**src/hdl/packed_bitfield_row_unpacker_top_macros.svh**
```systemverilog
// Assertion macros shared by the row unpacker modules.
`ifndef PACKED_BITFIELD_ROW_UNPACKER_TOP_MACROS_SVH
`define PACKED_BITFIELD_ROW_UNPACKER_TOP_MACROS_SVH

// Same-cycle implication, checked on every rising clock edge outside reset.
`define PBRU_ASSERT_IMP(lbl, ante, cons) \
  lbl: assert property (@(posedge clk_i) disable iff (!rst_ni) (ante) |-> (cons)) \
    else $error("row unpacker assertion failed");

// Next-cycle implication, checked on every rising clock edge outside reset.
`define PBRU_ASSERT_NXT(lbl, ante, cons) \
  lbl: assert property (@(posedge clk_i) disable iff (!rst_ni) (ante) |=> (cons)) \
    else $error("row unpacker assertion failed");

`endif

```
**src/hdl/pbru_pkg.sv**
```systemverilog
// Shared constants and types of the packed bit-field row unpacker.
`default_nettype none
package pbru_pkg;

  localparam int unsigned Groups       = 4;
  localparam int unsigned GroupsMax    = (Groups < 4) ? Groups : 4;
  localparam int unsigned FracBits     = 16;
  localparam int unsigned NumW         = 8 + FracBits;
  localparam int unsigned DivCntW      = $clog2(NumW);
  localparam int unsigned MaxResults   = 8;
  localparam int unsigned DescW        = 25;

  // Field encodings.
  localparam logic [1:0] ENC_FRACTION = 2'd0;
  localparam logic [1:0] ENC_UNSIGNED = 2'd1;
  localparam logic [1:0] ENC_ONEHOT   = 2'd2;
  localparam logic [1:0] ENC_UNKNOWN  = 2'd3;

  // Configuration register indexes.
  localparam logic [2:0] CFG_GROUP_COUNT = 3'd0;
  localparam logic [2:0] CFG_DESC_A      = 3'd1;
  localparam logic [2:0] CFG_DESC_B      = 3'd2;
  localparam logic [2:0] CFG_DESC_C      = 3'd3;
  localparam logic [2:0] CFG_DESC_D      = 3'd4;

  localparam logic [2:0]       GroupCountReset = 3'd1;
  localparam logic [DescW-1:0] DescReset       = 25'd16809953;

  // Control of the bit-serial field shifter.
  typedef struct packed {
    logic load;   // load the accumulator from pending bits and the new byte
    logic start;  // begin a new field
    logic shift;  // move one bit from the accumulator into the field value
  } pbru_fs_ctrl_t;

endpackage
`default_nettype wire

```
**src/hdl/pbru_field_shift.sv**
```systemverilog
// Bit-serial accumulator that peels one field bit per cycle, LSB first.
`default_nettype none
module pbru_field_shift (
  input  wire                           clk_i,
  input  wire                           rst_ni,
  input  wire pbru_pkg::pbru_fs_ctrl_t  ctrl_i,
  input  wire  [7:0]                    byte_i,
  input  wire  [7:0]                    pbits_i,
  input  wire  [3:0]                    pcnt_i,
  output logic [7:0]                    acc_lo_o,
  output logic [3:0]                    avail_o,
  output logic [7:0]                    val_o,
  output logic [3:0]                    taken_o
);

  logic [14:0] acc_q, acc_d;
  logic [3:0]  avail_q, avail_d;
  logic [7:0]  val_q, val_d;
  logic [3:0]  taken_q, taken_d;

  always_comb begin
    acc_d   = acc_q;
    avail_d = avail_q;
    val_d   = val_q;
    taken_d = taken_q;
    if (ctrl_i.load) begin
      acc_d   = {7'b0, pbits_i} | ({7'b0, byte_i} << pcnt_i[2:0]);
      avail_d = 4'd8 + {1'b0, pcnt_i[2:0]};
    end else if (ctrl_i.start) begin
      val_d   = 8'd0;
      taken_d = 4'd0;
    end else if (ctrl_i.shift) begin
      acc_d                = {1'b0, acc_q[14:1]};
      avail_d              = avail_q - 4'd1;
      val_d[taken_q[2:0]]  = acc_q[0];
      taken_d              = taken_q + 4'd1;
    end
  end

  // Pure datapath without reset; the controller reads it only after a load has filled it.
  always_ff @(posedge clk_i) begin
    acc_q   <= acc_d;
    avail_q <= avail_d;
    val_q   <= val_d;
    taken_q <= taken_d;
  end

  assign acc_lo_o = acc_q[7:0];
  assign avail_o  = avail_q;
  assign val_o    = val_q;
  assign taken_o  = taken_q;

endmodule
`default_nettype wire

```
**src/hdl/pbru_divider.sv**
```systemverilog
// Restoring divider, one quotient bit per cycle, for the fixed-point fraction.
`default_nettype none
`include "packed_bitfield_row_unpacker_top_macros.svh"
module pbru_divider (
  input  wire         clk_i,
  input  wire         rst_ni,
  input  wire         start_i,
  input  wire  [7:0]  dividend_i,
  input  wire  [7:0]  divisor_i,
  output logic        done_o,
  output logic [23:0] quot_o
);

  localparam logic [pbru_pkg::DivCntW-1:0] LastCnt = pbru_pkg::DivCntW'(pbru_pkg::NumW - 1);

  logic [pbru_pkg::NumW-1:0]    nq_q, nq_d;
  logic [7:0]                   rem_q, rem_d;
  logic [7:0]                   div_q, div_d;
  logic [pbru_pkg::DivCntW-1:0] cnt_q, cnt_d;
  logic                         busy_q, busy_d;
  logic                         done_q, done_d;
  logic [8:0]                   rem_sh;
  logic                         ge;
  logic [8:0]                   rem_sub;
  logic [47:0]                  nq_wide;

  always_comb begin
    rem_sh  = {rem_q, nq_q[pbru_pkg::NumW-1]};
    ge      = (rem_sh >= {1'b0, div_q});
    rem_sub = rem_sh - {1'b0, div_q};
    nq_d    = nq_q;
    rem_d   = rem_q;
    div_d   = div_q;
    cnt_d   = cnt_q;
    busy_d  = busy_q;
    done_d  = 1'b0;
    if (start_i) begin
      nq_d   = pbru_pkg::NumW'(dividend_i) << pbru_pkg::FracBits;
      rem_d  = 8'd0;
      div_d  = divisor_i;
      cnt_d  = '0;
      busy_d = 1'b1;
    end else if (busy_q) begin
      nq_d  = {nq_q[pbru_pkg::NumW-2:0], ge};
      rem_d = ge ? rem_sub[7:0] : rem_sh[7:0];
      cnt_d = cnt_q + 1'b1;
      if (cnt_q == LastCnt) begin
        busy_d = 1'b0;
        done_d = 1'b1;
      end
    end
  end

  always_ff @(posedge clk_i or negedge rst_ni) begin
    if (!rst_ni) begin
      busy_q <= 1'b0;
      done_q <= 1'b0;
    end else begin
      busy_q <= busy_d;
      done_q <= done_d;
    end
  end

  always_ff @(posedge clk_i) begin
    nq_q  <= nq_d;
    rem_q <= rem_d;
    div_q <= div_d;
    cnt_q <= cnt_d;
  end

  assign nq_wide = 48'(nq_q);
  assign quot_o  = nq_wide[23:0];
  assign done_o  = done_q;

  `PBRU_ASSERT_IMP(a_no_restart_busy, start_i, !busy_q)

endmodule
`default_nettype wire

```
**src/hdl/packed_bitfield_row_unpacker_top.sv**
```systemverilog
// Packed bit-field row unpacker: sequencer, configuration registers and output register.
// A byte's results follow group bookkeeping, the bit-serial field shifter and, for a fraction
//   field, the divider; a new byte is taken only once the last one is finished.
// Reset: configuration returns to its reset values, the row waits for a row start, and
//   the output register is empty.
`default_nettype none
`include "packed_bitfield_row_unpacker_top_macros.svh"
module packed_bitfield_row_unpacker_top (
  input  wire         clk_i,
  input  wire         rst_ni,
  // Input channel: one byte of the packed row per transfer.
  input  wire         in_valid_i,
  output logic        in_stall_o,
  input  wire  [7:0]  row_byte_i,
  input  wire         row_start_i,
  // Output channel: one decoded field per transfer.
  output logic        out_valid_o,
  input  wire         out_stall_i,
  output logic [7:0]  raw_value_o,
  output logic [19:0] out_position_o,
  output logic [23:0] scaled_fraction_o,
  output logic [1:0]  field_encoding_o,
  output logic        write_valid_o,
  output logic [1:0]  group_index_o,
  output logic        span_start_o,
  output logic        last_of_byte_o,
  // Configuration write port.
  input  wire         cfg_we_i,
  input  wire  [2:0]  cfg_index_i,
  input  wire  [24:0] cfg_data_i
);

  // Sequencer states. The two settle states walk the group list one group per
  // cycle: the first one before a byte is used, the second one after it.
  localparam logic [3:0] ST_IDLE    = 4'd0;
  localparam logic [3:0] ST_SET1    = 4'd1;
  localparam logic [3:0] ST_ACT     = 4'd2;
  localparam logic [3:0] ST_FIELD   = 4'd3;
  localparam logic [3:0] ST_SHIFT   = 4'd4;
  localparam logic [3:0] ST_DIVGO   = 4'd5;
  localparam logic [3:0] ST_DIVWAIT = 4'd6;
  localparam logic [3:0] ST_EMIT    = 4'd7;
  localparam logic [3:0] ST_SET2    = 4'd8;

  // Configuration registers.
  logic [2:0]                    gcount_q;
  logic [pbru_pkg::DescW-1:0]    desc_q [4];

  // Row position state.
  logic [3:0]  state_q, state_d;
  logic [2:0]  grp_q, grp_d;
  logic [9:0]  fld_q, fld_d;
  logic [10:0] skip_q, skip_d;
  logic [7:0]  pbits_q, pbits_d;
  logic [3:0]  pcnt_q, pcnt_d;
  logic [19:0] pos_q, pos_d;
  logic        fin_q, fin_d;
  logic [7:0]  byte_q, byte_d;
  logic [3:0]  nres_q, nres_d;
  logic        adv_grp;

  // Output register.
  logic        ovld_q, ovld_d;
  logic        oload;
  logic [7:0]  o_raw_d;
  logic [19:0] o_pos_d;
  logic [23:0] o_frac_d;
  logic        o_valid_d;
  logic        o_span_d;
  logic        o_last_d;
  logic [7:0]  o_raw_q;
  logic [19:0] o_pos_q;
  logic [23:0] o_frac_q;
  logic [1:0]  o_enc_q;
  logic        o_valid_q;
  logic [1:0]  o_grp_q;
  logic        o_span_q;
  logic        o_last_q;

  // Descriptor of the current group.
  logic [pbru_pkg::DescW-1:0] desc_cur;
  logic [1:0]  enc_c;
  logic [3:0]  bits_c;
  logic [7:0]  max_c;
  logic [9:0]  cnt_c;
  logic        act_c;
  logic [2:0]  used_c;
  logic [13:0] prod_c;
  logic [13:0] prod_rnd;
  logic [10:0] skip_c;
  logic        settle_done;

  // Field shifter and divider.
  pbru_pkg::pbru_fs_ctrl_t fs_ctrl;
  logic [7:0]  fs_acc_lo;
  logic [3:0]  fs_avail;
  logic [7:0]  fs_val;
  logic [3:0]  fs_taken;
  logic        div_start;
  logic        div_done;
  logic [23:0] div_quot;

  logic        more_fields;
  logic        next_exists;
  logic        is_frac_div;
  logic        emits;
  logic        out_free;

  pbru_field_shift u_shift (
    .clk_i    (clk_i),
    .rst_ni   (rst_ni),
    .ctrl_i   (fs_ctrl),
    .byte_i   (byte_q),
    .pbits_i  (pbits_q),
    .pcnt_i   (pcnt_q),
    .acc_lo_o (fs_acc_lo),
    .avail_o  (fs_avail),
    .val_o    (fs_val),
    .taken_o  (fs_taken)
  );

  pbru_divider u_div (
    .clk_i      (clk_i),
    .rst_ni     (rst_ni),
    .start_i    (div_start),
    .dividend_i (fs_val),
    .divisor_i  (max_c),
    .done_o     (div_done),
    .quot_o     (div_quot)
  );

  // Configuration writes take effect at once.
  always_ff @(posedge clk_i or negedge rst_ni) begin
    if (!rst_ni) begin
      gcount_q <= pbru_pkg::GroupCountReset;
      for (int k = 0; k < 4; k++) begin
        desc_q[k] <= pbru_pkg::DescReset;
      end
    end else if (cfg_we_i) begin
      case (cfg_index_i)
        pbru_pkg::CFG_GROUP_COUNT: gcount_q  <= cfg_data_i[2:0];
        pbru_pkg::CFG_DESC_A:      desc_q[0] <= cfg_data_i;
        pbru_pkg::CFG_DESC_B:      desc_q[1] <= cfg_data_i;
        pbru_pkg::CFG_DESC_C:      desc_q[2] <= cfg_data_i;
        pbru_pkg::CFG_DESC_D:      desc_q[3] <= cfg_data_i;
        default: ;
      endcase
    end
  end

  // Decode the current descriptor. A zero width counts as one bit and widths
  // above eight count as eight.
  always_comb begin
    desc_cur = desc_q[grp_q[1:0]];
    enc_c    = desc_cur[1:0];
    max_c    = desc_cur[13:6];
    cnt_c    = desc_cur[23:14];
    act_c    = desc_cur[24];
    if (desc_cur[5:2] == 4'd0) begin
      bits_c = 4'd1;
    end else if (desc_cur[5:2] > 4'd8) begin
      bits_c = 4'd8;
    end else begin
      bits_c = desc_cur[5:2];
    end
    used_c   = (gcount_q > 3'(pbru_pkg::GroupsMax)) ? 3'(pbru_pkg::GroupsMax) : gcount_q;
    // Bytes an inactive group occupies: ceil(count * bits / 8).
    prod_c   = {4'b0, cnt_c} * {10'b0, bits_c};
    prod_rnd = prod_c + 14'd7;
    skip_c   = prod_rnd[13:3];
  end

  // Loop conditions of the field walk. A later result in this byte exists when
  // the group has another field, enough bits remain and the result limit holds.
  always_comb begin
    more_fields = (fld_q < cnt_c) && (fs_avail >= bits_c) &&
                  (nres_q < 4'(pbru_pkg::MaxResults));
    next_exists = (({1'b0, fld_q} + 11'd1) < {1'b0, cnt_c}) && (fs_avail >= bits_c) &&
                  ((nres_q + 4'd1) < 4'(pbru_pkg::MaxResults));
    is_frac_div = (enc_c == pbru_pkg::ENC_FRACTION) && (max_c != 8'd0);
    emits       = (enc_c != pbru_pkg::ENC_UNKNOWN);
    out_free    = !ovld_q || !out_stall_i;
  end

  always_comb begin
    state_d     = state_q;
    grp_d       = grp_q;
    fld_d       = fld_q;
    skip_d      = skip_q;
    pbits_d     = pbits_q;
    pcnt_d      = pcnt_q;
    pos_d       = pos_q;
    fin_d       = fin_q;
    byte_d      = byte_q;
    nres_d      = nres_q;
    adv_grp     = 1'b0;
    settle_done = 1'b0;
    fs_ctrl     = '0;
    div_start   = 1'b0;
    oload       = 1'b0;
    o_raw_d     = fs_val;
    o_pos_d     = pos_q;
    o_frac_d    = 24'd0;
    o_valid_d   = 1'b1;
    o_span_d    = 1'b0;
    o_last_d    = !next_exists;

    // One step of the group walk: enter groups until one consumes bytes.
    if (fin_q || (skip_q != 11'd0)) begin
      settle_done = 1'b1;
    end else if (grp_q >= used_c) begin
      settle_done = 1'b1;
    end else if (!act_c) begin
      if (skip_c == 11'd0) begin
        adv_grp = 1'b1;
      end else begin
        settle_done = 1'b1;
      end
    end else if (cnt_c == 10'd0) begin
      adv_grp = 1'b1;
    end else begin
      settle_done = 1'b1;
    end

    case (state_q)
      ST_IDLE: begin
        adv_grp = 1'b0;
        if (in_valid_i) begin
          byte_d  = row_byte_i;
          state_d = ST_SET1;
          if (row_start_i) begin
            grp_d   = 3'd0;
            fld_d   = 10'd0;
            skip_d  = 11'd0;
            pbits_d = 8'd0;
            pcnt_d  = 4'd0;
            pos_d   = 20'd0;
            fin_d   = 1'b0;
          end
        end
      end
      ST_SET1, ST_SET2: begin
        if (!fin_q && (skip_q == 11'd0) && (grp_q >= used_c)) begin
          fin_d = 1'b1;
        end else if (!fin_q && (skip_q == 11'd0) && !act_c && (skip_c != 11'd0)) begin
          skip_d = skip_c;
        end
        if (settle_done) begin
          state_d = (state_q == ST_SET1) ? ST_ACT : ST_IDLE;
        end
      end
      ST_ACT: begin
        adv_grp = 1'b0;
        if (fin_q) begin
          state_d = ST_IDLE;
        end else if (skip_q != 11'd0) begin
          // Inactive group: the byte is consumed without a result.
          skip_d  = skip_q - 11'd1;
          adv_grp = (skip_q == 11'd1);
          state_d = ST_SET2;
        end else begin
          fs_ctrl.load = 1'b1;
          nres_d       = 4'd0;
          state_d      = ST_FIELD;
        end
      end
      ST_FIELD: begin
        adv_grp = 1'b0;
        if (more_fields) begin
          fs_ctrl.start = 1'b1;
          state_d       = ST_SHIFT;
        end else begin
          // Spare bits of a finished group are dropped; otherwise they wait.
          if (fld_q >= cnt_c) begin
            adv_grp = 1'b1;
          end else begin
            pbits_d = fs_acc_lo;
            pcnt_d  = fs_avail;
          end
          state_d = ST_SET2;
        end
      end
      ST_SHIFT: begin
        adv_grp       = 1'b0;
        fs_ctrl.shift = 1'b1;
        if (fs_taken == (bits_c - 4'd1)) begin
          state_d = is_frac_div ? ST_DIVGO : ST_EMIT;
        end
      end
      ST_DIVGO: begin
        adv_grp   = 1'b0;
        div_start = 1'b1;
        state_d   = ST_DIVWAIT;
      end
      ST_DIVWAIT: begin
        adv_grp = 1'b0;
        if (div_done) begin
          state_d = ST_EMIT;
        end
      end
      ST_EMIT: begin
        adv_grp = 1'b0;
        if (!emits || out_free) begin
          if (emits) begin
            oload  = 1'b1;
            nres_d = nres_q + 4'd1;
            if (enc_c == pbru_pkg::ENC_ONEHOT) begin
              o_pos_d   = pos_q + 20'(fs_val);
              o_valid_d = (fs_val <= max_c);
              o_span_d  = (fld_q == 10'd0);
              pos_d     = pos_q + 20'(max_c) + 20'd1;
            end else begin
              if (is_frac_div) begin
                o_frac_d = div_quot;
              end
              pos_d = pos_q + 20'd1;
            end
          end
          fld_d   = fld_q + 10'd1;
          state_d = ST_FIELD;
        end
      end
      default: begin
        adv_grp = 1'b0;
        state_d = ST_IDLE;
      end
    endcase

    // Moving on to the next group clears the per-group state.
    if (adv_grp) begin
      grp_d   = grp_q + 3'd1;
      fld_d   = 10'd0;
      pbits_d = 8'd0;
      pcnt_d  = 4'd0;
      skip_d  = 11'd0;
    end

    // The output register empties on a transfer unless a new result enters.
    if (oload) begin
      ovld_d = 1'b1;
    end else if (!out_stall_i) begin
      ovld_d = 1'b0;
    end else begin
      ovld_d = ovld_q;
    end
  end

  always_ff @(posedge clk_i or negedge rst_ni) begin
    if (!rst_ni) begin
      state_q <= ST_IDLE;
      grp_q   <= 3'd0;
      fld_q   <= 10'd0;
      skip_q  <= 11'd0;
      pbits_q <= 8'd0;
      pcnt_q  <= 4'd0;
      pos_q   <= 20'd0;
      fin_q   <= 1'b1;
      nres_q  <= 4'd0;
      ovld_q  <= 1'b0;
    end else begin
      state_q <= state_d;
      grp_q   <= grp_d;
      fld_q   <= fld_d;
      skip_q  <= skip_d;
      pbits_q <= pbits_d;
      pcnt_q  <= pcnt_d;
      pos_q   <= pos_d;
      fin_q   <= fin_d;
      nres_q  <= nres_d;
      ovld_q  <= ovld_d;
    end
  end

  always_ff @(posedge clk_i) begin
    byte_q <= byte_d;
    if (oload) begin
      o_raw_q   <= o_raw_d;
      o_pos_q   <= o_pos_d;
      o_frac_q  <= o_frac_d;
      o_enc_q   <= enc_c;
      o_valid_q <= o_valid_d;
      o_grp_q   <= grp_q[1:0];
      o_span_q  <= o_span_d;
      o_last_q  <= o_last_d;
    end
  end

  // A new byte is taken only while no earlier byte is in progress; a finished
  // result may still wait in the output register.
  assign in_stall_o        = (state_q != ST_IDLE);
  assign out_valid_o       = ovld_q;
  assign raw_value_o       = o_raw_q;
  assign out_position_o    = o_pos_q;
  assign scaled_fraction_o = o_frac_q;
  assign field_encoding_o  = o_enc_q;
  assign write_valid_o     = o_valid_q;
  assign group_index_o     = o_grp_q;
  assign span_start_o      = o_span_q;
  assign last_of_byte_o    = o_last_q;

  `PBRU_ASSERT_IMP(a_invalid_only_onehot, out_valid_o && !write_valid_o, field_encoding_o == pbru_pkg::ENC_ONEHOT)
  `PBRU_ASSERT_IMP(a_frac_only_fraction, out_valid_o && (field_encoding_o != pbru_pkg::ENC_FRACTION), scaled_fraction_o == 24'd0)
  `PBRU_ASSERT_NXT(a_busy_after_transfer, in_valid_i && !in_stall_o, in_stall_o)

endmodule
`default_nettype wire

```
**config.mk**
```make
export PLATFORM = sky130hd
export DESIGN_NAME = packed_bitfield_row_unpacker_top
export DESIGN_NICKNAME = d
export VERILOG_FILES = /design/src/hdl/pbru_pkg.sv /design/src/hdl/pbru_field_shift.sv /design/src/hdl/pbru_divider.sv /design/src/hdl/packed_bitfield_row_unpacker_top.sv
export VERILOG_INCLUDE_DIRS = /design/src /design/src/hdl
export SDC_FILE = /design/constraint.sdc
export NUM_CORES = 1
export LEC_CHECK = 0
export BUFFER_PORTS_ARGS = -buffer_cell sky130_fd_sc_hd__buf_2
export CORE_MARGIN = 1.5
export CORE_UTILIZATION = 38
export DETAILED_ROUTE_END_ITERATION = 8
export GPL_TIMING_DRIVEN = 0
export PLACE_DENSITY_LB_ADDON = 0.1
export SETUP_SLACK_MARGIN = 0.05
export SLEW_MARGIN = 20
export SYNTH_ARGS = -nofsm -noshare
export SYNTH_HDL_FRONTEND = slang
export SYNTH_SLANG_ARGS = --single-unit
export TNS_END_PERCENT = 10
```
**constraint.sdc**
```tcl
create_clock -name clk_i -period 5.9 [get_ports clk_i]
set_clock_uncertainty 0.2 [all_clocks]
set_input_delay 0.885 -clock clk_i [delete_from_list [all_inputs] [get_ports clk_i]]
set_output_delay 0.885 -clock clk_i [all_outputs]
set_load 0.02 [all_outputs]
```
Word level (Yosys, flattened, before mapping)
Index checks and enable logic that the tools add are counted.
{ "totals": {"memories": 0, "romBits": 0, "mem_bits_rw": 0, "out_inout_bits": 61, "wordCells": 286, "inputBits": 42, "reg_bits": 313, "latch_bits": 0} }
{ "classes": {"n_bitwise": 7, "n_shift": 1, "add_sub_neg": 16, "muxes": 112, "n_lt_le_gt_ge": 14, "n_mul": 1, "reduce_logical": 62, "n_div": 0, "n_eq_ne": 38} }
{ "op_table": {"columns": ["cell", "n"], "rows": [
  ["2-to-1 mux 20 bit", 9],
  ["2-to-1 mux 11 bit", 7],
  ["2-to-1 mux 4 bit", 18],
  ["2-to-1 mux 8 bit", 7],
  ["binary-select mux 25 bit (select 2 bit)", 1],
  ["2-to-1 mux 25 bit", 2],
  ["2-to-1 mux 24 bit", 2],
  ["2-to-1 mux 15 bit", 3],
  ["adder 20 x 1 -> 20 bit (second input constant)", 2],
  ["adder 20 x 8 -> 20 bit", 2],
  ["2-to-1 mux 10 bit", 4],
  ["case mux 20 bit (2 select lines)", 1],
  ["2-to-1 mux 1 bit", 36],
  ["case mux 11 bit (3 select lines)", 1],
  ["case mux 4 bit (8 select lines)", 1],
  ["2-to-1 mux 3 bit", 10],
  ["!= test 3 bit (second input constant)", 9],
  ["zero test 11 bit", 2],
  ["nonzero test 11 bit", 2],
  ["zero test 10 bit", 2],
  ["!= test 2 bit (second input constant)", 10],
  ["case mux 10 bit (2 select lines)", 1],
  ["AND reduction 5 bit", 4],
  ["nonzero test 2 bit", 9],
  ["other kinds (63)", 106]
]} }

Depth between registers and ports, before layout
{ "logic_depth": {"word_depth": 17, "ltp_mapped": 25, "mapped_depth_nobuf": 20} }

Hierarchy
Synthesis repeated with hierarchy kept, for this count alone.
{ "unflattened": {"cells_unflattened": 1643, "area_unflattened_um2": 17875.9} }
{ "by_module_without_submodules": {"columns": ["module", "seq_area_each_um2", "area_each_um2", "cells_each", "n_inst"], "rows": [
  ["packed_bitfield_row_unpacker_top", 6303.5, 13860.8, 1257, 1],
  ["pbru_divider", 1111.1, 2162.1, 203, 1],
  ["pbru_field_shift", 930.9, 1853.0, 183, 1]
]} }

Least setup slack after synthesis
OpenSTA, ideal clock, no wires.
{ "synth_timing": {"kind": "flip-flop to flip-flop", "startpoint": "reg grp_q[0]", "endpoint": "reg skip_q[3]", "stages_incl_launch_ff": 23, "period_less_slack_ns": 6.093, "t_required_ns": 5.582, "arrival_time_ns": 5.774, "setup_slack_ns": -0.193, "cell_sequence": "dfrtp_1 > buf_2 > mux4_2 > buf_4 > nor2b_1 > clkbuf_1 > nand2_1 > fa_1 > inv_1 > fa_1 > ha_1 > ha_1 > clkbuf_1 > and4_1 > and4_1 > a311o_1 > a311o_1 > a21boi_1 > nand4_2 > a211oi_2 > buf_4 > mux2i_1 > nor2_1"} }
{ "synth_between": {"elab_chain_len": 17, "elab_cells_between_ends": 43, "classes_between": "add/sub: 1; mul: 1; order compare: 5; eq/ne: 6; mux: 17; bitwise: 1; reduce/logical: 12"} }
{ "synth_rtl": {"columns": ["element", "line_no", "text"], "rows": [
  ["start: declaration", "packed_bitfield_row_unpacker_top.sv:51", "logic [2:0] grp_q, grp_d;"],
  ["start signal: assignment", "packed_bitfield_row_unpacker_top.sv:362", "grp_q <= grp_d;"],
  ["NOT 2 -> 3 bit (not written as such)", "packed_bitfield_row_unpacker_top.sv:154", "desc_cur = desc_q[grp_q[1:0]];"],
  ["binary-select mux 25 bit (select 2 bit)", "packed_bitfield_row_unpacker_top.sv:154", null],
  ["2-to-1 mux 25 bit (not written as such) (2 in series)", "packed_bitfield_row_unpacker_top.sv:154", null],
  ["> comparator 4 bit", "packed_bitfield_row_unpacker_top.sv:161", "end else if (desc_cur[5:2] > 4'd8) begin"],
  ["2-to-1 mux 4 bit", "packed_bitfield_row_unpacker_top.sv:161", null],
  ["2-to-1 mux 4 bit", "packed_bitfield_row_unpacker_top.sv:159", "if (desc_cur[5:2] == 4'd0) begin"],
  ["multiplier 10 x 4 -> 14 bit", "packed_bitfield_row_unpacker_top.sv:168", "prod_c = {4'b0, cnt_c} * {10'b0, bits_c};"],
  ["adder 14 x 3 -> 14 bit", "packed_bitfield_row_unpacker_top.sv:169", "prod_rnd = prod_c + 14'd7;"],
  ["zero test 11 bit", "packed_bitfield_row_unpacker_top.sv:214", "if (skip_c == 11'd0) begin"],
  ["2-to-1 mux 1 bit", "packed_bitfield_row_unpacker_top.sv:214", null],
  ["2-to-1 mux 1 bit", "packed_bitfield_row_unpacker_top.sv:213", "end else if (!act_c) begin"],
  ["2-to-1 mux 1 bit", "packed_bitfield_row_unpacker_top.sv:211", "end else if (grp_q >= used_c) begin"],
  ["2-to-1 mux 1 bit", "packed_bitfield_row_unpacker_top.sv:209", "if (fin_q || (skip_q != 11'd0)) begin"],
  ["case mux 1 bit (3 select lines)", "packed_bitfield_row_unpacker_top.sv:225", "case (state_q)"],
  ["!= test 3 bit (no source line) or nonzero test 4 bit (tied branches)", null, null],
  ["AND reduction 7 bit (no source line)", null, null],
  ["end signal: assignment", "packed_bitfield_row_unpacker_top.sv:364", "skip_q <= skip_d;"],
  ["end: declaration", "packed_bitfield_row_unpacker_top.sv:53", "logic [10:0] skip_q, skip_d;"]
]} }
Parallel ways exist; a longest one is shown, timed or not. The select of a mux whose other input is x is not followed.
A chain may end at the register's enable or synchronous reset.

Final worst setup path
{ "layout_timing": {"startpoint": "reg grp_q[0]", "endpoint": "reg skip_q[4]"} }
Same word-level chain as after synthesis.

==> results_dict.tcl <==
set metrics [dict create \
    status "finished clean" \
    ys_ff_latch 313 \
    start_util 0.388 \
    arrival_ns 6.02 \
    synth.distinct_cells 81 \
    drive_above_1_share 0.268 \
    final_cell_mix "nand2_1, nor2_1, dfrtp_1, edfxtp_1, mux2_2" \
    clock_latency_ns 0.57 \
    yosysTopAreaCellShare 0.193 \
    power.density_mw_per_mm2 637 \
    layout_commonest_cell "nand2_1" \
    syn_area_mm2 0.0177 \
    die_h_um 219 \
    finalSetupTns_ns 0 \
    finalHoldViolCount 0 \
    ys_seq_area_frac 0.470 \
    drc 0 \
    h-tree-depth 2 \
    setup_viol 0 \
    relSlewSlack 0.313 \
    critPathLaunchType "flip-flop" \
    yosys-top-cells-area "edfxtp_1, dfrtp_1, dfstp_2, ha_1, mux2_2" \
    synthFlopType "dfrtp_1" \
    critPathMaxFanout 8 \
    cts-root-buf "clkbuf_16" \
    die-area_mm2 0.0479 \
    antennaDiodeCount 0 \
    cts_sinks 313 \
    fp.dieW_um 219 \
    tightestPinTransition_ns 1.03 \
    ir_worst_vdd_v 0.000382 \
    crit_required_ns 6.15 \
    grt_max_degree 100 \
    drtAntennaViolNets 0 \
    async_reset_ff_frac 0.543 \
    vias 12800 \
    grt_pass1_wl_um 70500 \
    drtIter0Drc 683 \
    avgViaCountPerCell 5.20 \
    rsz0062_at_grt "true" \
    syn2layout_area_growth_pct 19.1 \
    synth_edf_count 114 \
    p_leak_nw 8.83 \
    cts_hold_buffers 0 \
    clock.fmax_mhz 174 \
    worstSetupPathType "flip-flop to flip-flop" \
    core-area_mm2 0.0457 \
    ioPinCount 103 \
    nNetsFinal 1978 \
    fin_hold_ws_ns 0.0872 \
    crit_path_end_kind "flip-flop" \
    syn_area_per_cell_um2 10.8 \
    wl_per_cell_um 18.0 \
    clockBufferDepth 3 \
    syn-num-nets 1803 \
    grt_usage 0.189 \
    fin_crit_ns 5.76 \
    yosys_warnings 0 \
    port_buffers 102 \
    num_rows 78 \
    grt_pass1_vias 12800 \
    synthCells 1646 \
    fin_crit_sh 0.977 \
    maxCapViolCount 0 \
    synth_area_leader_cell "edfxtp_1" \
    gp_congestion 0.845 \
    hold_class "input port to asynchronous set/reset pin" \
    dr.pass1.iters 5 \
    slew_violations 0 \
    path_clk_slew_ns 0.06 \
    dp_hpwl_um 31400 \
    cts_made_buffers 39 \
    grt-ovfl-total 0 \
    cts_tree "yes" \
    grt_antenna_before_repair 2 \
    fin_util 0.462 \
    totalWireLength_um 44200 \
]
cell families (layout without fill, tap and decap cells):
kind of cell | after synthesis | count (layout) | synth area share
simple gates | 539 | 539 | 0.149
flops | 313 | 313 | 0.470
compound gates | 282 | 282 | 0.103
mux | 169 | 169 | 0.120
buf+inv | 164 | 369 | 0.0372
fa+ha+maj | 115 | 115 | 0.0898
xor+xnor | 64 | 64 | 0.0317
state kept, by name, indices dropped and copies added, names as in the netlist, 3 cells and up:
register,count
pbits_q,8
u_shift.val_o,8
u_div.div_q,8
desc_q,100
fld_q,10
pcnt_q,3
nres_q,4
u_shift.avail_o,4
u_div.rem_q,8
pos_q,20
byte_q,8
skip_q,11
u_shift.acc_q,15
u_div.cnt_q,5
scaled_fraction_o,24
raw_value_o,8
u_div.quot_o,24
out_position_o,20
u_shift.taken_o,4
gcount_q,3
state_q,4
grp_q,3
per-layer routing:
metal / global-route usage / vias up / routed length, um / part of all wire
li1: - / 6236 / - / -
met1: 0.256 / 6260 / 20800 / 0.47
met2: 0.311 / 202 / 20700 / 0.47
met3: 0.0322 / 56 / 1660 / 0.038
met4: 0.0537 / 2 / 979 / 0.022
met5: 0 / - / 12 / 0.00027
synth_stat cells, drive strengths merged, types with 4 or more instances:
cell type	number
buf	18
nor3b	9
nor4b	5
and2	27
nor3	28
nand2b	16
o211ai	4
or2	5
a21oi	86
nand2	171
or3	13
ha	95
a211oi	9
mux2	105
nor2b	24
dfxtp	29
a21o	11
edfxtp	114
o21ai	98
nand4	16
a21boi	14
mux4	24
nor4	11
clkbuf	58
xnor2	29
nand3	45
fa	20
a31oi	8
inv	87
o21a	6
o31ai	8
nor2	127
dfrtp	120
o22ai	8
nand4b	4
mux2i	40
nand3b	14
dfstp	50
and3	15
xor2	35
metrics by stage:
stage | setup slack (ns) | instance area [um2] | cells | power [W]
3_5_place_dp | -1.13 | 19000 | 2349 | 0.00973
3_3_place_gp | -1.09 | 19000 | 2348 | 0.00964
4_1_cts | 0.0426 | 20700 | 2438 | 0.0129
5_1_grt | 0.000709 | 21100 | 2451 | 0.0145
6_report | 0.138 | 21100 | 2451 | 0.0134
2_1_floorplan | 0.0777 | 17700 | 1646 | 0.00801
where the power goes:
part	switching (W)	internal (W)	leakage, nW
Clock	0.000966	0.00132	0.594
Sequential	0.000410	0.00300	3.38
Combinational	0.00429	0.00344	4.85
Total	0.00567	0.00776	8.83
what timing repair did:
action,in CTS,in global routing
buffers inserted,18,14
hold endpoints to repair,0,0
pin swaps,15,32
endpoints found under the setup margin,61,37
gates cloned,3,0
resized for setup,73,59
cell type report:
class	instances	area (um2)
multi-input cells	1169	9100
flip-flops and latches	313	8320
well taps	600	751
repair buffers	138	903
clock inverters	14	114
inverters	88	357
clock buffers	57	1100
fillers	4290	24600
plain buffers	72	433
worst paths after layout:
check	from	to	slack (ns)	cells after the start
worst min register to register	u_div.rem_q[7]$_SDFFE_PP0P_	u_div.rem_q[7]$_SDFFE_PP0P_	0.30	2
worst max register to register	grp_q[0]$_DFFE_PN0P_	skip_q[4]$_DFFE_PN0P_	0.14	22
min in group clk_i	row_byte_i[5]	byte_q[5]$_DFFE_PP_	0.29	1
max in group asynchronous	rst_ni	desc_q[37]$_DFFE_PN1P_	4.50	2
worst max-delay path	grp_q[0]$_DFFE_PN0P_	skip_q[4]$_DFFE_PN0P_	0.14	22
worst min-delay path	rst_ni	desc_q[47]$_DFFE_PN0P_	0.09	1
critical path, stage by stage (launching register included):
cell      delay (ns)
dfrtp_2         0.46
buf_12          0.14
mux4_2          0.56
buf_6           0.17
nor2b_4         0.11
buf_8           0.16
nand2_2         0.06
fa_1            0.49
inv_1           0.05
fa_1            0.57
ha_4            0.23
ha_4            0.24
and4_4          0.19
and4_1          0.17
a311o_1         0.28
a311o_1         0.36
a21boi_2        0.16
nand4_2         0.14
buf_6           0.17
a211oi_4        0.31
buf_6           0.18
mux2i_1         0.18
nor2_1          0.06
Power figures use the tool's default switching activity.
